**src/hw/rtl/sthe_pkg.sv**
```systemverilog
package sthe_pkg;

    localparam int VAL_W     = 48;
    localparam int STEP_W    = 32;
    localparam int CNT_W     = 7;
    localparam int IDX_W     = 6;
    localparam int WGT_W     = 17;
    localparam int WGT_FRAC  = 16;
    localparam int CFG_IDX_W = 3;

    // divisor of the linear term of the mapping
    localparam int DIV_K       = 1000;
    // shift out the factor of eight, then multiply by ceil(2^50 / 125)
    localparam int DIV_K_PRE   = 3;
    localparam int DIV_K_SHIFT = 50;
    localparam int DIV_RECIP_W = 44;
    localparam logic [DIV_RECIP_W-1:0] DIV_RECIP = 44'd9007199254741;

    localparam logic [WGT_W-1:0] WGT_ONE = 17'h10000;

    localparam logic [CFG_IDX_W-1:0] REG_CONTRACTIVE_ON = 3'd0;
    localparam logic [CFG_IDX_W-1:0] REG_RANGE_MIN      = 3'd1;
    localparam logic [CFG_IDX_W-1:0] REG_RANGE_MAX      = 3'd2;
    localparam logic [CFG_IDX_W-1:0] REG_BIN_STEP       = 3'd3;
    localparam logic [CFG_IDX_W-1:0] REG_BIN_COUNT      = 3'd4;

    typedef struct packed {
        logic                     contractive_on;
        logic signed [VAL_W-1:0]  range_min;
        logic signed [VAL_W-1:0]  range_max;
        logic [STEP_W-1:0]        bin_step;
        logic [CNT_W-1:0]         bin_count;
    } cfg_t;

    localparam cfg_t CFG_RST = '{
        contractive_on: 1'b0,
        range_min:      -48'sd2031616,
        range_max:      48'sd2097152,
        bin_step:       32'd65536,
        bin_count:      7'd64
    };

endpackage

```
**src/hw/rtl/sthe_in_if.sv**
```systemverilog
interface sthe_in_if;
    import sthe_pkg::*;

    logic                    valid;
    logic                    ready;
    logic signed [VAL_W-1:0] sample_value;

    modport source (output valid, output sample_value, input ready);
    modport sink (input valid, input sample_value, output ready);

endinterface

```
**src/hw/rtl/sthe_out_if.sv**
```systemverilog
interface sthe_out_if;
    import sthe_pkg::*;

    logic             valid;
    logic             ready;
    logic [IDX_W-1:0] bin_index;
    logic [WGT_W-1:0] bin_weight;
    logic             last_bin;

    modport source (output valid, output bin_index, output bin_weight, output last_bin,
                    input ready);
    modport sink (input valid, input bin_index, input bin_weight, input last_bin,
                  output ready);

endinterface

```
**src/hw/rtl/sthe_contract.sv**
```systemverilog
module sthe_contract #(
    parameter int FRAC_BITS = 16
) (
    input  logic                             clk,
    input  logic                             rst_n,
    input  sthe_pkg::cfg_t                   cfg,
    input  logic                             in_valid,
    output logic                             in_ready,
    input  logic signed [sthe_pkg::VAL_W-1:0] in_value,
    output logic                             out_valid,
    input  logic                             out_ready,
    output logic [sthe_pkg::VAL_W-1:0]       out_dist
);
    import sthe_pkg::*;

    localparam int RW = (VAL_W + FRAC_BITS + 1) / 2;
    localparam int XW = VAL_W + 1;
    localparam int CW = $clog2(VAL_W);
    localparam int KW = 16;
    localparam int PW = VAL_W + DIV_RECIP_W;
    localparam logic [CW-1:0]    LAST_STEP = CW'(VAL_W - 1);
    localparam logic [CW-1:0]    SQ_STEPS  = CW'(RW);
    localparam logic [CW-1:0]    DIV_STEPS = CW'(VAL_W / KW);
    localparam logic [VAL_W-1:0] ONE       = VAL_W'(64'd1 << FRAC_BITS);

    logic                    run_reg;
    logic                    map_reg;
    logic [CW-1:0]           cnt_reg;
    logic                    neg_reg;
    logic [2*RW-1:0]         rad_reg;
    logic [RW:0]             rem_reg;
    logic [RW-1:0]           root_reg;
    logic [VAL_W-1:0]        dq_reg;
    logic [PW-1:0]           acc_reg;
    logic                    x_valid_reg;
    logic signed [XW-1:0]    x_reg;
    logic                    out_valid_reg;
    logic [VAL_W-1:0]        dist_reg;

    logic                    in_fire;
    logic                    x_move;
    logic                    in_neg;
    logic [VAL_W-1:0]        in_mag;
    logic [2*RW-1:0]         rad_init;
    logic                    sq_active;
    logic [RW+2:0]           sq_r2;
    logic [RW+2:0]           sq_trial;
    logic                    sq_ge;
    logic [RW:0]             rem_next;
    logic [RW-1:0]           root_next;
    logic                    div_active;
    logic [KW+DIV_RECIP_W-1:0] part;
    logic [PW-1:0]           acc_next;
    logic signed [XW-1:0]    m_val;
    logic signed [XW-1:0]    x_map;
    logic signed [XW-1:0]    lo;
    logic signed [XW-1:0]    hi;
    logic signed [XW-1:0]    c1;
    logic signed [XW-1:0]    c2;
    logic signed [XW-1:0]    diff;
    logic [VAL_W-1:0]        dist_next;

    assign x_move   = x_valid_reg && (!out_valid_reg || out_ready);
    assign in_ready = !run_reg && !map_reg && (!x_valid_reg || x_move);
    assign in_fire  = in_valid && in_ready;

    assign in_neg   = in_value[VAL_W-1];
    assign in_mag   = in_neg ? VAL_W'(-in_value) : VAL_W'(in_value);
    assign rad_init = (2*RW)'({in_mag + ONE, {FRAC_BITS{1'b0}}});

    // square root, two radicand bits per step
    assign sq_active = cnt_reg < SQ_STEPS;
    assign sq_r2     = {rem_reg, rad_reg[2*RW-1 -: 2]};
    assign sq_trial  = {1'b0, root_reg, 2'b01};
    assign sq_ge     = sq_r2 >= sq_trial;
    assign rem_next  = (RW+1)'(sq_ge ? sq_r2 - sq_trial : sq_r2);
    assign root_next = {root_reg[RW-2:0], sq_ge};

    // magnitude divided by the constant, reciprocal product one slice per step
    assign div_active = cnt_reg < DIV_STEPS;
    assign part       = (KW+DIV_RECIP_W)'(dq_reg[VAL_W-1 -: KW])
                        * (KW+DIV_RECIP_W)'(DIV_RECIP);
    assign acc_next   = {acc_reg[PW-KW-1:0], {KW{1'b0}}} + PW'(part);

    assign m_val = XW'(root_reg) - XW'(ONE) + XW'(acc_reg[PW-1:DIV_K_SHIFT]);
    assign x_map = neg_reg ? -m_val : m_val;

    assign lo        = $signed({cfg.range_min[VAL_W-1], cfg.range_min});
    assign hi        = $signed({cfg.range_max[VAL_W-1], cfg.range_max});
    assign c1        = (x_reg < lo) ? lo : x_reg;
    assign c2        = (c1 > hi) ? hi : c1;
    assign diff      = c2 - lo;
    assign dist_next = (c2 > lo) ? diff[VAL_W-1:0] : '0;

    always_ff @(posedge clk or negedge rst_n)
    begin
        if (!rst_n)
        begin
            run_reg       <= 1'b0;
            map_reg       <= 1'b0;
            cnt_reg       <= '0;
            x_valid_reg   <= 1'b0;
            out_valid_reg <= 1'b0;
        end
        else
        begin
            map_reg <= 1'b0;
            if (in_fire)
            begin
                if (cfg.contractive_on)
                begin
                    run_reg <= 1'b1;
                    cnt_reg <= '0;
                end
            end
            else if (run_reg)
            begin
                cnt_reg <= cnt_reg + 1'b1;
                if (cnt_reg == LAST_STEP)
                begin
                    run_reg <= 1'b0;
                    map_reg <= 1'b1;
                end
            end

            if ((in_fire && !cfg.contractive_on) || map_reg)
                x_valid_reg <= 1'b1;
            else if (x_move)
                x_valid_reg <= 1'b0;

            if (x_move)
                out_valid_reg <= 1'b1;
            else if (out_ready)
                out_valid_reg <= 1'b0;
        end
    end

    always_ff @(posedge clk)
    begin
        if (in_fire)
        begin
            neg_reg  <= in_neg;
            rad_reg  <= rad_init;
            rem_reg  <= '0;
            root_reg <= '0;
            dq_reg   <= in_mag >> DIV_K_PRE;
            acc_reg  <= '0;
            if (!cfg.contractive_on)
                x_reg <= $signed({in_value[VAL_W-1], in_value});
        end
        else if (run_reg)
        begin
            if (sq_active)
            begin
                rad_reg  <= rad_reg << 2;
                rem_reg  <= rem_next;
                root_reg <= root_next;
            end
            if (div_active)
            begin
                dq_reg  <= dq_reg << KW;
                acc_reg <= acc_next;
            end
        end
        if (map_reg)
            x_reg <= x_map;
        if (x_move)
            dist_reg <= dist_next;
    end

    assign out_valid = out_valid_reg;
    assign out_dist  = dist_reg;

endmodule

```
**src/hw/rtl/sthe_divide.sv**
```systemverilog
module sthe_divide #(
    parameter int MAX_BINS = 64
) (
    input  logic                                clk,
    input  logic                                rst_n,
    input  sthe_pkg::cfg_t                      cfg,
    input  logic                                in_valid,
    output logic                                in_ready,
    input  logic [sthe_pkg::VAL_W-1:0]          in_dist,
    output logic                                out_valid,
    input  logic                                out_ready,
    output logic [$clog2(MAX_BINS+1)-1:0]       out_lower,
    output logic [sthe_pkg::WGT_FRAC-1:0]       out_up
);
    import sthe_pkg::*;

    localparam int QW = VAL_W + WGT_FRAC;
    localparam int CW = $clog2(QW);
    localparam int LW = $clog2(MAX_BINS + 1);
    localparam logic [CW-1:0] LAST_STEP = CW'(QW - 1);

    logic                  run_reg;
    logic [CW-1:0]         cnt_reg;
    logic [QW-1:0]         qd_reg;
    logic [STEP_W-1:0]     rem_reg;
    logic                  out_valid_reg;
    logic [LW-1:0]         lower_reg;
    logic [WGT_FRAC-1:0]   up_reg;

    logic                  in_fire;
    logic                  done;
    logic [STEP_W-1:0]     step_eff;
    logic [STEP_W:0]       t;
    logic                  ge;
    logic [STEP_W-1:0]     rem_next;
    logic [QW-1:0]         qd_next;
    logic [VAL_W-1:0]      q_int;
    logic [LW-1:0]         lower_next;

    assign in_ready = !run_reg && (!out_valid_reg || out_ready);
    assign in_fire  = in_valid && in_ready;
    assign done     = run_reg && (cnt_reg == LAST_STEP);

    assign step_eff = (cfg.bin_step == '0) ? STEP_W'(1) : cfg.bin_step;
    assign t        = {rem_reg, qd_reg[QW-1]};
    assign ge       = t >= {1'b0, step_eff};
    assign rem_next = STEP_W'(ge ? t - {1'b0, step_eff} : t);
    assign qd_next  = {qd_reg[QW-2:0], ge};

    // any lower bin at or past the end lights no bin
    assign q_int      = qd_next[QW-1:WGT_FRAC];
    assign lower_next = (q_int >= VAL_W'(MAX_BINS)) ? LW'(MAX_BINS) : LW'(q_int);

    always_ff @(posedge clk or negedge rst_n)
    begin
        if (!rst_n)
        begin
            run_reg       <= 1'b0;
            cnt_reg       <= '0;
            out_valid_reg <= 1'b0;
        end
        else
        begin
            if (in_fire)
            begin
                run_reg <= 1'b1;
                cnt_reg <= '0;
            end
            else if (run_reg)
            begin
                cnt_reg <= cnt_reg + 1'b1;
                if (done)
                    run_reg <= 1'b0;
            end

            if (done)
                out_valid_reg <= 1'b1;
            else if (out_ready)
                out_valid_reg <= 1'b0;
        end
    end

    always_ff @(posedge clk)
    begin
        if (in_fire)
        begin
            qd_reg  <= {in_dist, {WGT_FRAC{1'b0}}};
            rem_reg <= '0;
        end
        else if (run_reg)
        begin
            qd_reg  <= qd_next;
            rem_reg <= rem_next;
        end
        if (done)
        begin
            lower_reg <= lower_next;
            up_reg    <= qd_next[WGT_FRAC-1:0];
        end
    end

    assign out_valid = out_valid_reg;
    assign out_lower = lower_reg;
    assign out_up    = up_reg;

endmodule

```
**src/hw/rtl/sthe_queue.sv**
```systemverilog
module sthe_queue #(
    parameter int W     = 23,
    parameter int DEPTH = 2
) (
    input  logic         clk,
    input  logic         rst_n,
    input  logic         in_valid,
    output logic         in_ready,
    input  logic [W-1:0] in_data,
    output logic         out_valid,
    input  logic         out_ready,
    output logic [W-1:0] out_data
);
    localparam int AW = (DEPTH > 1) ? $clog2(DEPTH) : 1;
    localparam int FW = $clog2(DEPTH + 1);

    logic [W-1:0]  mem_reg [DEPTH];
    logic [AW-1:0] wp_reg;
    logic [AW-1:0] rp_reg;
    logic [FW-1:0] fill_reg;

    logic push;
    logic pop;

    assign in_ready  = fill_reg != FW'(DEPTH);
    assign out_valid = fill_reg != '0;
    assign push      = in_valid && in_ready;
    assign pop       = out_valid && out_ready;
    assign out_data  = mem_reg[rp_reg];

    always_ff @(posedge clk or negedge rst_n)
    begin
        if (!rst_n)
        begin
            wp_reg   <= '0;
            rp_reg   <= '0;
            fill_reg <= '0;
        end
        else
        begin
            if (push)
                wp_reg <= (wp_reg == AW'(DEPTH - 1)) ? '0 : wp_reg + 1'b1;
            if (pop)
                rp_reg <= (rp_reg == AW'(DEPTH - 1)) ? '0 : rp_reg + 1'b1;
            if (push && !pop)
                fill_reg <= fill_reg + 1'b1;
            else if (pop && !push)
                fill_reg <= fill_reg - 1'b1;
        end
    end

    always_ff @(posedge clk)
    begin
        if (push)
            mem_reg[wp_reg] <= in_data;
    end

endmodule

```
**src/hw/rtl/sthe_emit.sv**
```systemverilog
module sthe_emit #(
    parameter int MAX_BINS = 64
) (
    input  logic                                             clk,
    input  logic                                             rst_n,
    input  sthe_pkg::cfg_t                                   cfg,
    input  logic                                             in_valid,
    output logic                                             in_ready,
    input  logic [$clog2(MAX_BINS+1)+sthe_pkg::WGT_FRAC-1:0] in_data,
    output logic                                             out_valid,
    input  logic                                             out_ready,
    output logic [sthe_pkg::IDX_W-1:0]                       out_index,
    output logic [sthe_pkg::WGT_W-1:0]                       out_weight,
    output logic                                             out_last
);
    import sthe_pkg::*;

    localparam int LW = $clog2(MAX_BINS + 1);
    localparam int IW = $clog2(MAX_BINS);

    logic [IW-1:0]       i_reg;
    logic                ov_reg;
    logic [IDX_W-1:0]    idx_reg;
    logic [WGT_W-1:0]    wgt_reg;
    logic                last_reg;

    logic [LW-1:0]       lower;
    logic [WGT_FRAC-1:0] up;
    logic [LW-1:0]       n;
    logic                n_zero;
    logic                slot_free;
    logic                is_last;
    logic                beat;
    logic                hit_lo;
    logic                hit_up;
    logic [WGT_W-1:0]    wgt_next;

    assign lower = in_data[LW+WGT_FRAC-1:WGT_FRAC];
    assign up    = in_data[WGT_FRAC-1:0];

    assign n = (32'(cfg.bin_count) > 32'(MAX_BINS)) ? LW'(MAX_BINS) : LW'(cfg.bin_count);

    assign n_zero    = n == '0;
    assign slot_free = !ov_reg || out_ready;
    assign is_last   = (LW'(i_reg) + LW'(1)) == n;
    assign beat      = in_valid && !n_zero && slot_free;
    assign in_ready  = n_zero || (slot_free && is_last);

    assign hit_lo = LW'(i_reg) == lower;
    assign hit_up = (LW+1)'(i_reg) == ((LW+1)'(lower) + (LW+1)'(1));

    always_comb
    begin
        wgt_next = '0;
        if (hit_lo)
            wgt_next = WGT_ONE - WGT_W'(up);
        else if (hit_up)
            wgt_next = WGT_W'(up);
    end

    always_ff @(posedge clk or negedge rst_n)
    begin
        if (!rst_n)
        begin
            i_reg  <= '0;
            ov_reg <= 1'b0;
        end
        else
        begin
            if (beat)
            begin
                i_reg  <= is_last ? '0 : i_reg + 1'b1;
                ov_reg <= 1'b1;
            end
            else if (out_ready)
                ov_reg <= 1'b0;
        end
    end

    always_ff @(posedge clk)
    begin
        if (beat)
        begin
            idx_reg  <= IDX_W'(i_reg);
            wgt_reg  <= wgt_next;
            last_reg <= is_last;
        end
    end

    assign out_valid  = ov_reg;
    assign out_index  = idx_reg;
    assign out_weight = wgt_reg;
    assign out_last   = last_reg;

endmodule

```
**src/hw/rtl/scaled_two_hot_value_encoder.sv**
```systemverilog
// Two-hot value encoder.
// in_ch carries one signed sample_value per beat. For each accepted beat the block
// sends bin_count beats on out_ch (capped at MAX_BINS), bin_index counting up from
// zero, with last_bin set on the final one. At most two consecutive bins carry a
// nonzero bin_weight. A bin_count of zero consumes the sample without output.
// Configuration is written through cfg_we, cfg_index and cfg_data; the user must
// write it only while idle, as the block itself does not enforce this.
// With the contractive mapping on, the square root and the divide by 1000 run
// inside a 48-step loop before the bin divide; then the bin divide produces one
// quotient bit per cycle over 64 steps. The bin divide takes no new sample until
// its last result has moved on; the mapping loop of the next sample overlaps it.
// A two-entry queue sits between the divide and the output sequencer, and every
// stage ends in a register, so a stalled receiver holds the current beat and
// backs up into in_ch without loss.
// Reset clears all control state and loads the default register values.
module scaled_two_hot_value_encoder #(
    parameter int MAX_BINS  = 64,
    parameter int FRAC_BITS = 16
) (
    input  logic                                clk,
    input  logic                                rst_n,
    input  logic                                cfg_we,
    input  logic [sthe_pkg::CFG_IDX_W-1:0]      cfg_index,
    input  logic [sthe_pkg::VAL_W-1:0]          cfg_data,
    sthe_in_if.sink                             in_ch,
    sthe_out_if.source                          out_ch
);
    import sthe_pkg::*;

    localparam int LW = $clog2(MAX_BINS + 1);
    localparam int QW = LW + WGT_FRAC;

    cfg_t                cfg_reg;

    logic                map_valid;
    logic                map_ready;
    logic [VAL_W-1:0]    map_dist;
    logic                div_valid;
    logic                div_ready;
    logic [LW-1:0]       div_lower;
    logic [WGT_FRAC-1:0] div_up;
    logic                q_valid;
    logic                q_ready;
    logic [QW-1:0]       q_data;

    always_ff @(posedge clk or negedge rst_n)
    begin
        if (!rst_n)
            cfg_reg <= CFG_RST;
        else if (cfg_we)
        begin
            case (cfg_index)
                REG_CONTRACTIVE_ON: cfg_reg.contractive_on <= cfg_data[0];
                REG_RANGE_MIN:      cfg_reg.range_min      <= cfg_data;
                REG_RANGE_MAX:      cfg_reg.range_max      <= cfg_data;
                REG_BIN_STEP:       cfg_reg.bin_step       <= cfg_data[STEP_W-1:0];
                REG_BIN_COUNT:      cfg_reg.bin_count      <= cfg_data[CNT_W-1:0];
                default:            cfg_reg                <= cfg_reg;
            endcase
        end
    end

    sthe_contract #(
        .FRAC_BITS (FRAC_BITS)
    ) u_contract (
        .clk       (clk),
        .rst_n     (rst_n),
        .cfg       (cfg_reg),
        .in_valid  (in_ch.valid),
        .in_ready  (in_ch.ready),
        .in_value  (in_ch.sample_value),
        .out_valid (map_valid),
        .out_ready (map_ready),
        .out_dist  (map_dist)
    );

    sthe_divide #(
        .MAX_BINS (MAX_BINS)
    ) u_divide (
        .clk       (clk),
        .rst_n     (rst_n),
        .cfg       (cfg_reg),
        .in_valid  (map_valid),
        .in_ready  (map_ready),
        .in_dist   (map_dist),
        .out_valid (div_valid),
        .out_ready (div_ready),
        .out_lower (div_lower),
        .out_up    (div_up)
    );

    sthe_queue #(
        .W     (QW),
        .DEPTH (2)
    ) u_queue (
        .clk       (clk),
        .rst_n     (rst_n),
        .in_valid  (div_valid),
        .in_ready  (div_ready),
        .in_data   ({div_lower, div_up}),
        .out_valid (q_valid),
        .out_ready (q_ready),
        .out_data  (q_data)
    );

    sthe_emit #(
        .MAX_BINS (MAX_BINS)
    ) u_emit (
        .clk        (clk),
        .rst_n      (rst_n),
        .cfg        (cfg_reg),
        .in_valid   (q_valid),
        .in_ready   (q_ready),
        .in_data    (q_data),
        .out_valid  (out_ch.valid),
        .out_ready  (out_ch.ready),
        .out_index  (out_ch.bin_index),
        .out_weight (out_ch.bin_weight),
        .out_last   (out_ch.last_bin)
    );

endmodule
```
**src/flat_wrapper.sv**
```systemverilog
// flat-port wrapper written by rule: the top's interface ports become plain ports
module scaled_two_hot_value_encoder_flat import sthe_pkg::*;
#(
    parameter int MAX_BINS  = 64,
    parameter int FRAC_BITS = 16
)
  (clk, rst_n, cfg_we, cfg_index, cfg_data, in_ch_valid, in_ch_sample_value, in_ch_ready, out_ch_valid, out_ch_bin_index, out_ch_bin_weight, out_ch_last_bin, out_ch_ready);
  sthe_in_if in_ch_i ();
  sthe_out_if out_ch_i ();
  input  logic clk;
  input  logic rst_n;
  input  logic cfg_we;
  input  logic [sthe_pkg::CFG_IDX_W-1:0] cfg_index;
  input  logic [sthe_pkg::VAL_W-1:0] cfg_data;
  input wire logic [$bits(in_ch_i.valid)-1:0] in_ch_valid;
  input wire logic [$bits(in_ch_i.sample_value)-1:0] in_ch_sample_value;
  output wire logic [$bits(in_ch_i.ready)-1:0] in_ch_ready;
  output wire logic [$bits(out_ch_i.valid)-1:0] out_ch_valid;
  output wire logic [$bits(out_ch_i.bin_index)-1:0] out_ch_bin_index;
  output wire logic [$bits(out_ch_i.bin_weight)-1:0] out_ch_bin_weight;
  output wire logic [$bits(out_ch_i.last_bin)-1:0] out_ch_last_bin;
  input wire logic [$bits(out_ch_i.ready)-1:0] out_ch_ready;
  assign in_ch_i.valid = in_ch_valid;
  assign in_ch_i.sample_value = in_ch_sample_value;
  assign in_ch_ready = in_ch_i.ready;
  assign out_ch_valid = out_ch_i.valid;
  assign out_ch_bin_index = out_ch_i.bin_index;
  assign out_ch_bin_weight = out_ch_i.bin_weight;
  assign out_ch_last_bin = out_ch_i.last_bin;
  assign out_ch_i.ready = out_ch_ready;
  scaled_two_hot_value_encoder #(.MAX_BINS(MAX_BINS), .FRAC_BITS(FRAC_BITS)) u_core (.clk(clk), .rst_n(rst_n), .cfg_we(cfg_we), .cfg_index(cfg_index), .cfg_data(cfg_data), .in_ch(in_ch_i), .out_ch(out_ch_i));
endmodule
```
**config.mk**
```make
export PLATFORM = sky130hd
export DESIGN_NAME = scaled_two_hot_value_encoder_flat
export DESIGN_NICKNAME = d
export VERILOG_FILES = /design/src/hw/rtl/sthe_pkg.sv /design/src/hw/rtl/sthe_in_if.sv /design/src/hw/rtl/sthe_out_if.sv /design/src/hw/rtl/sthe_contract.sv /design/src/hw/rtl/sthe_divide.sv /design/src/hw/rtl/sthe_queue.sv /design/src/hw/rtl/sthe_emit.sv /design/src/hw/rtl/scaled_two_hot_value_encoder.sv /design/src/flat_wrapper.sv
export SDC_FILE = /design/constraint.sdc
export NUM_CORES = 2
export LEC_CHECK = 0
export CAP_MARGIN = 20
export CORE_MARGIN = 3
export CORE_UTILIZATION = 45
export DETAILED_ROUTE_END_ITERATION = 10
export DONT_BUFFER_PORTS = 1
export HOLD_SLACK_MARGIN = 0.1
export PLACE_DENSITY_LB_ADDON = 0.1
export SLEW_MARGIN = 20
export SYNTH_ARGS = -nofsm -noshare
export SYNTH_HDL_FRONTEND = slang
export SYNTH_SLANG_ARGS = --single-unit
export TNS_END_PERCENT = 50
```
**constraint.sdc**
```tcl
create_clock -name clk -period 11.4 [get_ports clk]
set_clock_uncertainty 0.2 [all_clocks]
set_input_delay 1.14 -clock clk [delete_from_list [all_inputs] [get_ports clk]]
set_output_delay 1.14 -clock clk [all_outputs]
set_load 0.03 [all_outputs]
```
==> flow_results.xml <==
<?xml version="1.0" encoding="UTF-8"?>
<metrics>
  <group name="status">
    <metric name="run_status" unit="">finished clean</metric>
  </group>
  <group name="placement">
    <metric name="place.gp.congestion" unit="">0.970</metric>
    <metric name="port_buffers" unit="">0</metric>
    <metric name="preCtsSetupSlack" unit="ns">1.23</metric>
    <metric name="detailed_placer_s_ending_hpwl" unit="microns">129000</metric>
  </group>
  <group name="clock_tree">
    <metric name="count_of_h_tree_levels_built_during_cts" unit="">3</metric>
    <metric name="clk_path_buf_depth" unit="">3</metric>
    <metric name="cts_tree" unit="">done</metric>
    <metric name="path_clk_slew" unit="ns">0.06</metric>
    <metric name="ctsRootBufferMaster" unit="">clkbuf_16</metric>
    <metric name="clk_latency" unit="ns">0.69</metric>
    <metric name="post_cts_resized" unit="">0</metric>
    <metric name="clkSinkCount" unit="">705</metric>
    <metric name="cts-buffers-inserted" unit="">84</metric>
  </group>
  <group name="synth">
    <metric name="synthesis.nets" unit="">6684</metric>
    <metric name="synth_enable_flop_cells" unit="">332</metric>
    <metric name="portion_of_the_post_synthesis_area_used_by_sequential_elements" unit="">0.335</metric>
    <metric name="syn_area" unit="sq um">54600</metric>
    <metric name="syn-mean-instance-area" unit="sq um">9.36</metric>
    <metric name="post_synth_inst_count" unit="">5833</metric>
    <metric name="synth_ff_type" unit="">edfxtp_1</metric>
    <metric name="synth.ff_latch_count" unit="">705</metric>
    <metric name="ys_async_sr_fraction" unit="">0.234</metric>
    <metric name="netlist-cell-type-count" unit="">95</metric>
    <metric name="total_number_of_yosys_warnings" unit="">0</metric>
  </group>
  <group name="detailed_routing">
    <metric name="vias_per_cell" unit="">5.70</metric>
    <metric name="wirelength" unit="microns">165000</metric>
    <metric name="antenna_violating_nets_post_route" unit="">0</metric>
    <metric name="drt-pass1-iter-count" unit="">6</metric>
    <metric name="drc_errors" unit="">0</metric>
    <metric name="detailedRoute.firstIterationViolations" unit="">2656</metric>
    <metric name="route.vias.total" unit="">42200</metric>
    <metric name="wire_per_inst" unit="microns">22.3</metric>
  </group>
  <group name="sta">
    <metric name="clock.fmax" unit="MHz">98.8</metric>
    <metric name="fin_tns_setup" unit="ns">0</metric>
    <metric name="final_hold_viol_count" unit="">0</metric>
    <metric name="final-setup-viol-count" unit="">0</metric>
    <metric name="setup_repair_after_global_routing_missed_its_margin" unit="">false</metric>
    <metric name="final.min_clock_period" unit="ns">10.12</metric>
    <metric name="period_share" unit="">0.888</metric>
    <metric name="final_critical_path_setup_slack" unit="ns">1.28</metric>
    <metric name="slew_viol_final" unit="">0</metric>
    <metric name="relSlewSlack" unit="">0.263</metric>
    <metric name="worst-slew-pin-transition" unit="ns">1.10</metric>
    <metric name="worst_hold_slack" unit="ns">0.205</metric>
  </group>
  <group name="final_layout">
    <metric name="final_layout_size_suffix_gt1_frac" unit="">0.0783</metric>
    <metric name="final_util" unit="">0.493</metric>
    <metric name="largest_register_ff_count" unit="">136</metric>
    <metric name="flow.area_growth_from_synthesis" unit="%">8.35</metric>
    <metric name="final_nets" unit="">6566</metric>
  </group>
  <group name="floorplan">
    <metric name="row_count" unit="">127</metric>
    <metric name="coreArea" unit="sq um">120000</metric>
    <metric name="die-height" unit="microns">354</metric>
    <metric name="design.portCount" unit="">130</metric>
    <metric name="die-width" unit="microns">354</metric>
    <metric name="initial_core_util" unit="">0.455</metric>
    <metric name="fp.dieArea" unit="sq um">126000</metric>
  </group>
  <group name="power">
    <metric name="power.switching_fraction" unit="">0.351</metric>
    <metric name="power_density" unit="nW/um^2">161</metric>
    <metric name="power.static_leakage" unit="nW">25.1</metric>
    <metric name="power.share.clock" unit="">0.303</metric>
    <metric name="p_sw" unit="mW">3.34</metric>
    <metric name="p_comb_frac" unit="">0.362</metric>
    <metric name="cell_internal_pwr" unit="mW">6.19</metric>
    <metric name="power.share.sequential" unit="">0.335</metric>
    <metric name="power" unit="mW">9.54</metric>
    <metric name="maximum_vdd_drop" unit="V">0.000166</metric>
  </group>
  <group name="grt">
    <metric name="groute.usage.overall" unit="">0.261</metric>
    <metric name="number_of_global_route_vias_before_repair" unit="">42400</metric>
    <metric name="grt_overflow" unit="">0</metric>
    <metric name="first_pass_grt_wire_length" unit="microns">256000</metric>
    <metric name="grt_start_max_net_pins" unit="">163</metric>
    <metric name="antenna_violations_before_repair" unit="">9</metric>
  </group>
  <group name="worst_setup_path">
    <metric name="critical_path.slowest_cell" unit="">o22a_2</metric>
    <metric name="critical-path-max-stage-delay" unit="ns">0.57</metric>
    <metric name="worst_setup_path_end_kind" unit="">flip-flop</metric>
    <metric name="worst_path_dominant_cell_family" unit="">compound AO/OA/AOI/OAI gates</metric>
    <metric name="critical_path_peak_fanout" unit="">33</metric>
    <metric name="reg2reg_setup_slack" unit="ns">1.28</metric>
    <metric name="worst-path-buf-inv" unit="">4</metric>
    <metric name="timing_worst_setup_path_type" unit="">flip-flop to flip-flop</metric>
    <metric name="worst_path_arrival_time" unit="ns">10.36</metric>
    <metric name="cp-start-kind" unit="">flip-flop</metric>
    <metric name="worst-endpoint-required" unit="ns">11.63</metric>
  </group>
  <group name="flow_run">
    <metric name="maxCapViolCount" unit="">0</metric>
  </group>
  <group name="hold_path">
    <metric name="timing.hold.worst.class" unit="">input port to async pin</metric>
  </group>
</metrics>
final timing paths:
path,startpoint,to,depth (start not counted)
setup / recovery,u_core.cfg_reg[95],u_core.u_contract.out_dist[4],37
hold / removal,rst_n,u_core.cfg_reg[19],1
setup reg to reg,u_core.cfg_reg[95],u_core.u_contract.out_dist[4],37
hold reg to reg,u_core.u_divide.out_up[11],u_core.u_queue.mem_reg[1][11],0
max in group asynchronous,rst_n,u_core.cfg_reg[128],1
min in group clk,u_core.u_divide.out_up[11],u_core.u_queue.mem_reg[1][11],0
worst register-to-register path, delay by kind of cell (launching register included):
family,cells,cell delay [ns]
compound gates,23,5.52
flops,1,0.37
buf+inv,4,1.21
simple gates,5,0.90
mux,2,0.79
fa+ha+maj,3,0.88
per-stage QoR:
step | instances | area, sq um
floorplan | 5833 | 54600
global placement | 7237 | 56100
detailed placement | 7238 | 56100
CTS | 7398 | 59200
global route | 7398 | 59200
finish | 7400 | 59200
power groups by stage:
| stage | sequential (mW) | combinational, mW | clock, mW |
|---|---|---|---|
| 6_report | 3.20 | 3.45 | 2.89 |
| 5_1_grt | 3.23 | 3.84 | 3.06 |
| 4_1_cts | 3.20 | 3.43 | 2.97 |
| 3_5_place_dp | 3.24 | 3.40 | 0 |
| 3_3_place_gp | 3.24 | 3.38 | 0 |
| 2_1_floorplan | 3.17 | 2.61 | 0 |
area by class of cell:
| cell class | instances | area (sq um) |
|---|---|---|
| Clock buffer | 104 | 2320 |
| Antenna cell | 2 | 5.00 |
| Tap cell | 1612 | 2020 |
| Timing Repair Buffer | 39 | 355 |
| Fill cell | 11400 | 61000 |
| Sequential cell | 705 | 18300 |
| Multi-Input combinational cell | 4347 | 33500 |
| Inverter | 538 | 2020 |
| Clock inverter | 53 | 673 |
cells in the final DEF (no fill, tap or decap), types with 31 or more instances in the layout:
cell | synthesis | routed
mux2i_1 | 66 | 66
nor3_1 | 74 | 74
inv_1 | 537 | 534
a21oi_1 | 394 | 393
o21ai_0 | 468 | 468
mux2_2 | 150 | 150
dfstp_2 | 31 | 31
edfxtp_1 | 332 | 332
a31oi_1 | 38 | 38
and3_1 | 43 | 43
nand3_1 | 148 | 148
dfrtp_1 | 134 | 131
nand2b_1 | 43 | 43
xnor2_1 | 204 | 204
o31ai_1 | 51 | 51
fa_1 | 254 | 254
and2_1 | 37 | 34
nand2_1 | 574 | 571
clkbuf_16 | 0 | 87
xor2_1 | 152 | 152
ha_1 | 493 | 493
a211oi_1 | 42 | 41
dfxtp_1 | 208 | 208
buf_4 | 1 | 34
nand4_1 | 87 | 87
nor2b_1 | 49 | 49
a22o_1 | 56 | 56
nor4_1 | 46 | 46
nor2_1 | 319 | 312
a21o_1 | 171 | 171
repair_timing:
action                                 in CTS  in global routing
setup buffers                               0                  0
setup endpoints to repair                   0                  0
endpoints found under the hold margin     134                  0
hold buffers                                3                  0
metal layers:
layer / global-route usage / vias up / share of wire
li1: - / 20400 / -
met1: 0.334 / 20500 / 0.43
met2: 0.452 / 1006 / 0.49
met3: 0.0412 / 268 / 0.048
met4: 0.0841 / 4 / 0.034
met5: 0 / - / 0.00018
cells in the mapped netlist, types with 26 or more instances:
cell type  number  share of area
a21o_1        171          0.024
a31oi_1        38         0.0044
clkbuf_1      214          0.015
fa_1          254          0.093
mux2_2        150          0.031
nand3_1       148          0.014
and2_1         37         0.0042
nand2b_1       43         0.0049
o21bai_1       26         0.0036
nor2b_1        49         0.0056
dfstp_2        31          0.015
dfxtp_1       208          0.076
mux2i_1        66          0.012
o21ai_0       468          0.043
inv_1         537          0.037
xnor2_1       204          0.033
nor2_1        319          0.022
xor2_1        152          0.024
or3_1          29         0.0033
a211oi_1       42         0.0058
nor3_1         74         0.0068
nand4_1        87          0.010
a21oi_1       394          0.036
nor4_1         46         0.0053
dfrtp_1       134          0.061
edfxtp_1      332           0.18
o21a_1         28         0.0038
and3_1         43         0.0049
a22o_1         56         0.0090
nand2_1       574          0.039
o31ai_1        51         0.0070
ha_1          493           0.11
kinds of logic after synthesis:
group | synth area share
and+or+nand+nor | 0.136
AOI/OAI and AO/OA | 0.168
buffers and inverters | 0.0539
adders and majority gates | 0.206
DFF | 0.335
xor gates and xnor gates | 0.0571
muxes | 0.0433
No activity file was read; power rests on OpenSTA's default activity.
